`src/mexp_pkg.sv`:
```
// Shared widths, constants and handshake types for the modular exponentiation core.
package mexp_pkg;

   localparam int MOD_W     = 31;                      // modulus and residue width
   localparam int BASE_W    = 63;                      // base operand width
   localparam int EXP_W     = 63;                      // exponent field width
   localparam int EXP_BITS  = 63;                      // exponent bits scanned
   localparam int OPA_W     = BASE_W;                  // multiplier serial operand width
   localparam int CNT_W     = $clog2(OPA_W + 1);       // multiplier bit counter width
   localparam int REQ_W     = ((BASE_W + EXP_W + 7) / 8) * 8;
   localparam int RSP_W     = ((MOD_W + 7) / 8) * 8;

   localparam logic [MOD_W-1:0] MODULUS_RESET = MOD_W'(1000000007);

   // Request to the serial multiplier: launch pulse and operand length.
   typedef struct packed {
      logic start;
      logic long_op;   // serial operand is the full base width, else residue width
   } mul_req_type;

endpackage

```
`src/modular_exponentiation_core.sv`:
```
// Top level: modular exponentiation by right-to-left square-and-multiply.
//
// Each request item carries a base and an exponent; the core returns one
// response item, base ^ exponent mod modulus, with the modulus taken from
// the configuration register (reset value 1000000007, written through
// csr_wr_en / csr_wr_data; the user must write it only while the core is idle,
// which the core itself does not enforce). All arithmetic runs on one
// bit-serial modular multiplier. The base is first reduced by running it
// through the multiplier against 1 mod m, over all 63 base bits. Each
// exponent bit, from the least significant up to the highest set one, then
// costs a multiply (set bits only) and a squaring, each over the 31 residue
// bits, with a decision step between bits. A zero modulus skips the
// multiplier and answers zero. The finished result waits for the output
// register to free. One item is in work at a time; the response sits in an
// output register, so the next request is taken while the previous response
// still waits for rsp_tready.
module modular_exponentiation_core
   import mexp_pkg::*;
(
   input  logic             clock,
   input  logic             reset,
   // request channel
   input  logic             req_tvalid,
   output logic             req_tready,
   input  logic [REQ_W-1:0] req_tdata,    // [62:0] base_value, [125:63] exponent, rest zero
   // response channel
   output logic             rsp_tvalid,
   input  logic             rsp_tready,
   output logic [RSP_W-1:0] rsp_tdata,    // [30:0] power_result, [31] zero
   // configuration
   input  logic             csr_wr_en,
   input  logic [MOD_W-1:0] csr_wr_data   // modulus
);

   localparam logic [2:0] ST_IDLE   = 3'd0;
   localparam logic [2:0] ST_REDUCE = 3'd1;
   localparam logic [2:0] ST_NEXT   = 3'd2;
   localparam logic [2:0] ST_MULT   = 3'd3;
   localparam logic [2:0] ST_SQUARE = 3'd4;
   localparam logic [2:0] ST_DONE   = 3'd5;

   localparam int PAD_W = OPA_W - MOD_W;

   logic [2:0]          state_ff, state_in;
   logic [MOD_W-1:0]    modulus_ff;
   logic [MOD_W-1:0]    acc_ff, acc_in;
   logic [MOD_W-1:0]    sq_ff, sq_in;
   logic [EXP_BITS-1:0] exp_ff, exp_in;
   logic                rsp_valid_ff, rsp_valid_in;
   logic [MOD_W-1:0]    rsp_data_ff, rsp_data_in;

   mul_req_type         mul_req;
   logic [OPA_W-1:0]    mul_a;
   logic [MOD_W-1:0]    mul_b;
   logic                mul_done;
   logic [MOD_W-1:0]    mul_result;

   logic                req_fire;
   logic [MOD_W-1:0]    one_mod;
   logic [BASE_W-1:0]   req_base;
   logic [EXP_W-1:0]    req_exp;

   assign req_base   = req_tdata[BASE_W-1:0];
   assign req_exp    = req_tdata[BASE_W+EXP_W-1:BASE_W];
   assign req_tready = (state_ff == ST_IDLE);
   assign req_fire   = req_tvalid && req_tready;
   // 1 mod m: zero for a modulus of one
   assign one_mod    = (modulus_ff == MOD_W'(1)) ? '0 : MOD_W'(1);

   always_comb begin
      state_in     = state_ff;
      acc_in       = acc_ff;
      sq_in        = sq_ff;
      exp_in       = exp_ff;
      rsp_valid_in = rsp_valid_ff;
      rsp_data_in  = rsp_data_ff;
      mul_req      = '0;
      mul_a        = {sq_ff, {PAD_W{1'b0}}};
      mul_b        = sq_ff;

      // drop the response once the sink takes it
      if (rsp_valid_ff && rsp_tready) begin
         rsp_valid_in = 1'b0;
      end

      unique case (state_ff)
         ST_IDLE: begin
            if (req_fire) begin
               exp_in = req_exp[EXP_BITS-1:0];
               if (modulus_ff == '0) begin
                  // no reduction possible: answer zero
                  acc_in   = '0;
                  state_in = ST_DONE;
               end else begin
                  // reduce the base: base * (1 mod m) mod m
                  acc_in          = one_mod;
                  mul_req.start   = 1'b1;
                  mul_req.long_op = 1'b1;
                  mul_a           = OPA_W'(req_base);
                  mul_b           = one_mod;
                  state_in        = ST_REDUCE;
               end
            end
         end
         ST_REDUCE: begin
            if (mul_done) begin
               sq_in    = mul_result;
               state_in = ST_NEXT;
            end
         end
         ST_NEXT: begin
            // stop as soon as no set exponent bit remains
            if (exp_ff == '0) begin
               state_in = ST_DONE;
            end else if (exp_ff[0]) begin
               mul_req.start = 1'b1;
               mul_a         = {acc_ff, {PAD_W{1'b0}}};
               mul_b         = sq_ff;
               state_in      = ST_MULT;
            end else begin
               mul_req.start = 1'b1;
               state_in      = ST_SQUARE;
            end
         end
         ST_MULT: begin
            if (mul_done) begin
               acc_in        = mul_result;
               mul_req.start = 1'b1;
               state_in      = ST_SQUARE;
            end
         end
         ST_SQUARE: begin
            if (mul_done) begin
               sq_in    = mul_result;
               exp_in   = exp_ff >> 1;
               state_in = ST_NEXT;
            end
         end
         ST_DONE: begin
            // hold until the output register is free
            if (!rsp_valid_ff || rsp_tready) begin
               rsp_valid_in = 1'b1;
               rsp_data_in  = acc_ff;
               state_in     = ST_IDLE;
            end
         end
         default: begin
            state_in = ST_IDLE;
         end
      endcase
   end

   always_ff @(posedge clock) begin
      if (reset) begin
         state_ff     <= ST_IDLE;
         rsp_valid_ff <= 1'b0;
         modulus_ff   <= MODULUS_RESET;
      end else begin
         state_ff     <= state_in;
         rsp_valid_ff <= rsp_valid_in;
         if (csr_wr_en) begin
            modulus_ff <= csr_wr_data;
         end
      end
      acc_ff      <= acc_in;
      sq_ff       <= sq_in;
      exp_ff      <= exp_in;
      rsp_data_ff <= rsp_data_in;
   end

   mexp_modmul u_modmul (
      .clock      (clock),
      .reset      (reset),
      .mul_req    (mul_req),
      .mul_a      (mul_a),
      .mul_b      (mul_b),
      .modulus    (modulus_ff),
      .mul_done   (mul_done),
      .mul_result (mul_result)
   );

   assign rsp_tvalid = rsp_valid_ff;
   assign rsp_tdata  = RSP_W'(rsp_data_ff);

endmodule

```
`src/mexp_modmul.sv`:
```
// Bit-serial interleaved modular multiplier: one bit of the serial operand per cycle.
module mexp_modmul
   import mexp_pkg::*;
(
   input  logic              clock,
   input  logic              reset,
   input  mul_req_type       mul_req,
   input  logic [OPA_W-1:0]  mul_a,       // serial operand, MSB first, left aligned
   input  logic [MOD_W-1:0]  mul_b,       // parallel operand, below the modulus
   input  logic [MOD_W-1:0]  modulus,
   output logic              mul_done,
   output logic [MOD_W-1:0]  mul_result
);

   logic [OPA_W-1:0] a_ff, a_in;
   logic [MOD_W-1:0] b_ff, b_in;
   logic [MOD_W-1:0] r_ff, r_in;
   logic [CNT_W-1:0] count_ff, count_in;
   logic             busy_ff, busy_in;
   logic             done_ff, done_in;

   logic [MOD_W:0] m_ext;
   logic [MOD_W:0] dbl;
   logic [MOD_W:0] dbl_red;
   logic [MOD_W:0] sum;
   logic [MOD_W:0] sum_red;

   // One step: r = (2r + bit * b) mod m, with two conditional subtracts.
   always_comb begin
      m_ext   = {1'b0, modulus};
      dbl     = {r_ff, 1'b0};
      dbl_red = (dbl >= m_ext) ? dbl - m_ext : dbl;
      sum     = dbl_red + (a_ff[OPA_W-1] ? {1'b0, b_ff} : '0);
      sum_red = (sum >= m_ext) ? sum - m_ext : sum;
   end

   always_comb begin
      a_in     = a_ff;
      b_in     = b_ff;
      r_in     = r_ff;
      count_in = count_ff;
      busy_in  = busy_ff;
      done_in  = 1'b0;
      if (mul_req.start) begin
         a_in     = mul_a;
         b_in     = mul_b;
         r_in     = '0;
         count_in = mul_req.long_op ? CNT_W'(OPA_W) : CNT_W'(MOD_W);
         busy_in  = 1'b1;
      end else if (busy_ff) begin
         r_in     = sum_red[MOD_W-1:0];
         a_in     = {a_ff[OPA_W-2:0], 1'b0};
         count_in = count_ff - CNT_W'(1);
         if (count_ff == CNT_W'(1)) begin
            busy_in = 1'b0;
            done_in = 1'b1;
         end
      end
   end

   always_ff @(posedge clock) begin
      if (reset) begin
         busy_ff  <= 1'b0;
         done_ff  <= 1'b0;
         count_ff <= '0;
      end else begin
         busy_ff  <= busy_in;
         done_ff  <= done_in;
         count_ff <= count_in;
      end
      a_ff <= a_in;
      b_ff <= b_in;
      r_ff <= r_in;
   end

   assign mul_done   = done_ff;
   assign mul_result = r_ff;

endmodule
```
`config.mk`:
```
export PLATFORM = sky130hd
export DESIGN_NAME = modular_exponentiation_core
export DESIGN_NICKNAME = d
export VERILOG_FILES = /design/src/mexp_pkg.sv /design/src/modular_exponentiation_core.sv /design/src/mexp_modmul.sv
export SDC_FILE = /design/constraint.sdc
export NUM_CORES = 1
export LEC_CHECK = 0
export BUFFER_PORTS_ARGS = -buffer_cell sky130_fd_sc_hd__buf_2
export CORE_ASPECT_RATIO = 2
export CORE_MARGIN = 4
export CORE_UTILIZATION = 40
export CTS_CLUSTER_DIAMETER = 150
export DETAILED_ROUTE_END_ITERATION = 10
export PLACE_DENSITY = 0.68
export SETUP_SLACK_MARGIN = 0.15
export SLEW_MARGIN = 15
export SYNTH_ARGS = -nofsm -noshare
export SYNTH_HDL_FRONTEND = slang
export SYNTH_HIERARCHICAL = 1
export SYNTH_SLANG_ARGS = --single-unit
```
`constraint.sdc`:
```
create_clock -name clock -period 6.4 [get_ports clock]
set_clock_uncertainty 0.05 [all_clocks]
set_input_delay 1.28 -clock clock [delete_from_list [all_inputs] [get_ports clock]]
set_output_delay 1.28 -clock clock [all_outputs]
set_load 0.02 [all_outputs]
```
## After elaboration in Yosys (flattened, before gate mapping)

Cells that the tools add are included.
W data, S select, Z words.

| word-level totals | value |
|---|---|
| register bits | 324 |
| word-level logic and storage cells | 94 |

| cells by class | value |
|---|---|
| add/sub/neg operators | 4 |
| magnitude comparators | 2 |
| eq/ne operators | 12 |
| multiplexer cells | 45 |
| bitwise logic cells | 1 |
| reduce and logical (&&, ||, !) cells | 17 |

Operators with widths:

| cell | count |
|---|---|
| $mux W63 | 8 |
| $pmux W63 S2 | 2 |
| $mux W31 | 7 |
| $ge A32 B31 Y1 | 2 |
| $logic_not A63 Y1 | 1 |
| $pmux W31 S2 | 1 |
| $add A32 B31 Y32 | 1 |
| $mux W32 | 1 |
| $sub A32 B31 Y32 | 1 |
| $eq A31 B1 Y1 const B | 1 |
| $logic_not A31 Y1 | 1 |
| $sub A31 B31 Y31 | 1 |
| $mux W3 | 7 |
| $mux W6 | 3 |
| $pmux W3 S5 | 1 |
| $mux W1 | 12 |
| $ne A2 B1 Y1 const B | 4 |
| $eq A3 B2 Y1 const B | 2 |
| $eq A3 B3 Y1 const B | 2 |
| $eq A6 B1 Y1 const B | 1 |
| $reduce_and A3 Y1 | 2 |
| $reduce_bool A2 Y1 | 3 |
| $sub A6 B1 Y6 const B | 1 |
| $mux W2 | 2 |
| 12 further kinds | 14 |

## Longest topological paths before layout

| logic depth | value |
|---|---|
| depth in word-level cells | 6 |
| mapped depth | 35 |
| gate-level depth less buffers | 32 |

## By module

The synthesis kept the hierarchy.

Modules (own cells, without submodules):

| module | instances | cells each | area each (um^2) | sequential area each (um^2) |
|---|---|---|---|---|
| mexp_modmul | 1 | 1164 | 10860.4 | 3603.5 |
| modular_exponentiation_core | 1 | 670 | 8788.4 | 5385.2 |

## Worst setup path before layout

Ideal clock, no wire load.

| timing | value |
|---|---|
| kind | register to register |
| start point | register modulus_ff[0] |
| end point | register u_modmul.r_ff[14], in the netlist u_modmul/mul_result[14] |
| arrival time | 6922 ps |
| data required time | 6222 ps |
| slack | -700 ps |
| cell stages (with the launch flop) | 34 |
| clock period less this slack | 7100 ps |
| path through | dfxtp_1 inv_1 fa_1 a211oi_1 o21ai_2 a22oi_2 a21oi_2 o31a_1 buf_6 clkbuf_1 clkbuf_1 a21oi_1 ha_1 o211ai_1 o211ai_2 a311o_1 a21boi_0 o21ai_0 a21o_1 a21oi_1 xnor2_1 ha_1 a211oi_1 o21ai_1 a21o_1 a22o_1 or3_1 a211oi_2 and3_1 o221ai_2 buf_6 buf_12 mux2i_1 o21ai_1 |

| between the ends | value |
|---|---|
| cells in the longest elaborated chain, start to end | 5 |
| elaborated cells on any way between the ends | 11 |

Ends and longest elaborated chain:

| item | line | source |
|---|---|---|
| start, declared | modular_exponentiation_core.sv:45 | `logic [MOD_W-1:0] modulus_ff;` |
| start signal, assigned | modular_exponentiation_core.sv:162 | `modulus_ff <= csr_wr_data;` |
| $sub A32 B31 Y32 or $ge A32 B31 Y1 (tied branches) | mexp_modmul.sv:32 | `dbl_red = (dbl >= m_ext) ? dbl - m_ext : dbl;` |
| $mux W32 | mexp_modmul.sv:32 |  |
| $add A32 B31 Y32 | mexp_modmul.sv:33 | `sum = dbl_red + (a_ff[OPA_W-1] ? {1'b0, b_ff} : '0);` |
| $sub A31 B31 Y31 or $ge A32 B31 Y1 (tied branches) | mexp_modmul.sv:34 | `sum_red = (sum >= m_ext) ? sum - m_ext : sum;` |
| $mux W31 | mexp_modmul.sv:34 |  |
| end signal, assigned | mexp_modmul.sv:73 | `r_ff <= r_in;` |
| end, declared | mexp_modmul.sv:17 | `logic [MOD_W-1:0] r_ff, r_in;` |

Parallel ways exist; a longest one is shown, timed or not.
A chain may end at the register's enable or synchronous reset.

## Final worst setup path

| timing | value |
|---|---|
| start point | register modulus_ff[30] |
| end point | register u_modmul.r_ff[27], in the netlist u_modmul/mul_result[27] |

| between the ends | value |
|---|---|
| cells in the longest elaborated chain, start to end | 5 |
| elaborated cells on any way between the ends | 11 |

Ends and longest elaborated chain:

| item | line |
|---|---|
| $sub A32 B31 Y32 or $ge A32 B31 Y1 (tied branches) | mexp_modmul.sv:32 |
| $mux W32 | mexp_modmul.sv:32 |
| $add A32 B31 Y32 | mexp_modmul.sv:33 |
| $ge A32 B31 Y1 or $sub A31 B31 Y31 (tied branches) | mexp_modmul.sv:34 |
| $mux W31 | mexp_modmul.sv:34 |

Parallel ways exist; a longest one is shown, timed or not.

==> flow_summary.json <==
{
  "worstHoldPathCells": 0,
  "grt_setup_unrepaired": "yes",
  "cts_root_buffer": "clkbuf_16",
  "placed_area_sq_um": 23900,
  "antenna_found_initial": 5,
  "grt_max_degree": 66,
  "num_vias": 15867,
  "antenna_left": 0,
  "seq_area_frac_synth": 0.457,
  "dp_hpwl_um": 45700,
  "reg2reg_depth": 31,
  "swShare": 0.383,
  "ys_warn_count": 6,
  "worstPathRequired_ps": 6850,
  "intPower_mw": 7.04,
  "power_per_cell_area_nw_per_um2": 448,
  "cts_tree": "done",
  "crit_fanout": 8,
  "synth_mux_area_frac": 0.106,
  "async_reset_ff_frac": 0,
  "gp_congestion": 0.918,
  "antenna_cells": 0,
  "min_to": "rsp_data_ff[12]",
  "synth_compound_area_frac": 0.148,
  "cts.sinks": 324,
  "syn_area_sq_um": 19600,
  "combPwrFrac": 0.596,
  "synth_most_common_cell": "edfxtp_1",
  "holdBufCountCts": 0,
  "syn_inst": 1834,
  "crit_path_frequent_cell": "buf_4",
  "r2r_setup_slack_ps": -580,
  "leakage_nw": 10.9,
  "vdd_drop_max_uv": 239,
  "fin_ws_ps": -576,
  "synth.largest_area_cell": "edfxtp_1",
  "start_kind": "register",
  "cap_violations": 0,
  "synthTopCellsByCount": "edfxtp_1 (250), nand2_1 (154), mux2_2 (134)",
  "nFillCells": 4383,
  "area_delta_synth_final_pct": 29.8,
  "yosys.area_share.simple": 0.148,
  "crit_type": "register to register",
  "ys_ff_latch": 324,
  "fin_crit_ps": 6980,
  "cts_max_level": 1,
  "overflow": 0,
  "fin_util": 0.526,
  "portBuffers": 194,
  "drc": 0,
  "netlist.area_leader.share": 0.382,
  "worstReg2RegStart": "modulus_ff[30]",
  "outcome": "complete, but fails checks",
  "hp-class": "register to register",
  "start_util": 0.405,
  "via_per_inst": 5.26,
  "final_hold_viol_count": 0,
  "design_area_sq_um": 25500,
  "dieArea_sq_um": 52900,
  "ys.flop_type": "edfxtp_1",
  "slew_headroom": 0.261,
  "core-area_sq_um": 48500,
  "synth_nets": 2096,
  "synth_top_family_by_area": "compound AO/OA/AOI/OAI gates",
  "wl_per_cell_um": 19.0,
  "holdWs_ps": 401,
  "dr.pass1.iters": 5,
  "yosys-top-cells-area": "edfxtp_1 (38%), mux2_2 (7.7%), dfxtp_1 (7.5%), ha_1 (6.0%), and2_1 (3.1%)",
  "cts_buffer_depth": 3,
  "yosys.area_share.xor_xnor": 0.0374,
  "drt_iter0_drc": 633,
  "clk_latency_ps": 600,
  "numCtsBuffers": 30,
  "fmax_mhz": 143,
  "rows": 114,
  "synthAdderAreaFrac": 0.0636,
  "avgSynthCellArea_sq_um": 10.7,
  "timing.final.setup_violations": 31,
  "r2r_end": "u_modmul/mul_result[27]",
  "synth_edf_count": 250,
  "drive_gt1_frac": 0.388,
  "p_clk_frac": 0.154,
  "grt_pass1_vias": 16943,
  "cp_slowest_cell": "or3_4",
  "wl_um": 57400,
  "nets": 2620,
  "worstMarginPinSlew_ps": 1110,
  "endpoint_kind": "register",
  "clk_pin_slew_ps": 70,
  "grt_pass1_wl_um": 89800,
  "die_height_um": 321,
  "violations": "setup timing",
  "arrival_ps": 7430,
  "power.switching_mw": 4.37,
  "min_from": "acc_ff[12]",
  "die_x_um": 165,
  "crit_path_max_incr_delay_ps": 420,
  "fin_crit_sh": 1.09,
  "seq_power_share": 0.250,
  "slew_violations": 0,
  "ioPinCount": 198,
  "track_usage": 0.214,
  "synth_cell_types": 91
}
## cells in the final DEF (no fill, tap or decap), drive strengths merged, types with 4 or more instances in the layout
cell type	n
and3	43
a21o	36
nand3	22
o311ai	4
and4	6
nand2	155
o21ai	64
o211ai	74
and2	98
nor4	28
a2111oi	6
buf	592
xor2	24
a21oi	114
clkinv	10
a211o	4
a31o	9
o21bai	13
nor2	118
o31ai	4
a21boi	5
inv	71
a31oi	7
nand2b	12
o21a	9
edfxtp	250
mux2i	57
clkbuf	37
a211oi	22
nand4	23
nor2b	12
nor3	29
ha	95
mux2	134
dfxtp	74
xnor2	60
## power groups by stage
| stage | Sequential [mW] | Clock [mW] | Combinational (mW) |
|---|---|---|---|
| 2_1_floorplan | 2.86 | 0 | 3.74 |
| 3_5_place_dp | 2.89 | 0 | 6.18 |
| 3_3_place_gp | 2.88 | 0 | 6.07 |
| 4_1_cts | 2.85 | 1.81 | 6.64 |
| 5_1_grt | 2.88 | 1.89 | 7.41 |
| 6_report | 2.85 | 1.76 | 6.81 |
## critical path, delay by kind of cell, from the launching register on
kind	cells	cell delay, ps
flops	1	350
simple gates	8	2050
xor+xnor	1	190
buf+inv	7	950
fa+ha+maj	3	680
mux	2	450
compound gates	10	2130
## through the flow
stage	setup WS (ps)	std cells	TNS (ps)	total power, mW
2_1_floorplan	-177	1834	-3650	6.60
3_3_place_gp	-861	2941	-21640	8.95
5_1_grt	-861	3016	-25170	12.2
3_5_place_dp	-962	2941	-24680	9.07
4_1_cts	-492	3008	-12960	11.3
6_report	-576	3016	-15870	11.4
## final cells by class
cell class              instances  area (sq um)  share of cell area
multi-input cells            1339         10500               0.411
flip-flops and latches        324          8990               0.353
repair buffers                592          4030               0.158
well taps                     638           798              0.0313
clock buffers                  37           777              0.0305
inverters                      71           267              0.0105
clock inverters                15           165             0.00648
## cell families (layout without fill, tap and decap cells)
family	count (synthesis)	count (layout)
other	1	1
adders and majority gates	98	98
AOI/OAI and AO/OA	403	403
and+or+nand+nor	562	562
xor gates and xnor gates	84	84
DFF	324	324
buffers and inverters	171	715
muxes	191	191
## how the worst max path moves through the flow
| stage | startpoint | end | slack (ps) | cells after the start |
|---|---|---|---|---|
| floorplan | modulus_ff[1] | u_modmul/mul_result[17] | -180 | 33 |
| global placement | modulus_ff[30] | u_modmul/mul_result[23] | -860 | 31 |
| finish | modulus_ff[30] | u_modmul/mul_result[27] | -580 | 31 |
| global route | modulus_ff[0] | u_modmul/mul_result[27] | -860 | 31 |
| CTS | modulus_ff[0] | u_modmul/mul_result[27] | -490 | 30 |
| detailed placement | modulus_ff[30] | u_modmul/mul_result[23] | -960 | 31 |
## layer usage
layer	up-vias	wire [um]	GRT usage
li1	7818	-	-
met5	-	47	0
met2	415	31600	0.419
met4	6	2370	0.0851
met1	7507	20800	0.223
met3	121	2630	0.0309
## sequential cells by signal, indices dropped and copies added, names as in the netlist
| signal | count |
|---|---|
| acc_ff | 31 |
| exp_ff | 63 |
| modulus_ff | 31 |
| rsp_data_ff | 31 |
| rsp_tvalid | 1 |
| sq_ff | 31 |
| state_ff | 3 |
| u_modmul/a_ff | 63 |
| u_modmul/b_ff | 31 |
| u_modmul/busy_ff | 1 |
| u_modmul/count_ff | 6 |
| u_modmul/mul_done | 1 |
| u_modmul/mul_result | 31 |
## timing repair
action | 4_1_cts | 5_1_grt
endpoints found under the setup margin | 31 | 31
gates cloned | 1 | 0
pin swaps | 38 | 25
resized for setup | 51 | 29
setup buffers | 14 | 8
Power figures use the tool's default switching activity.
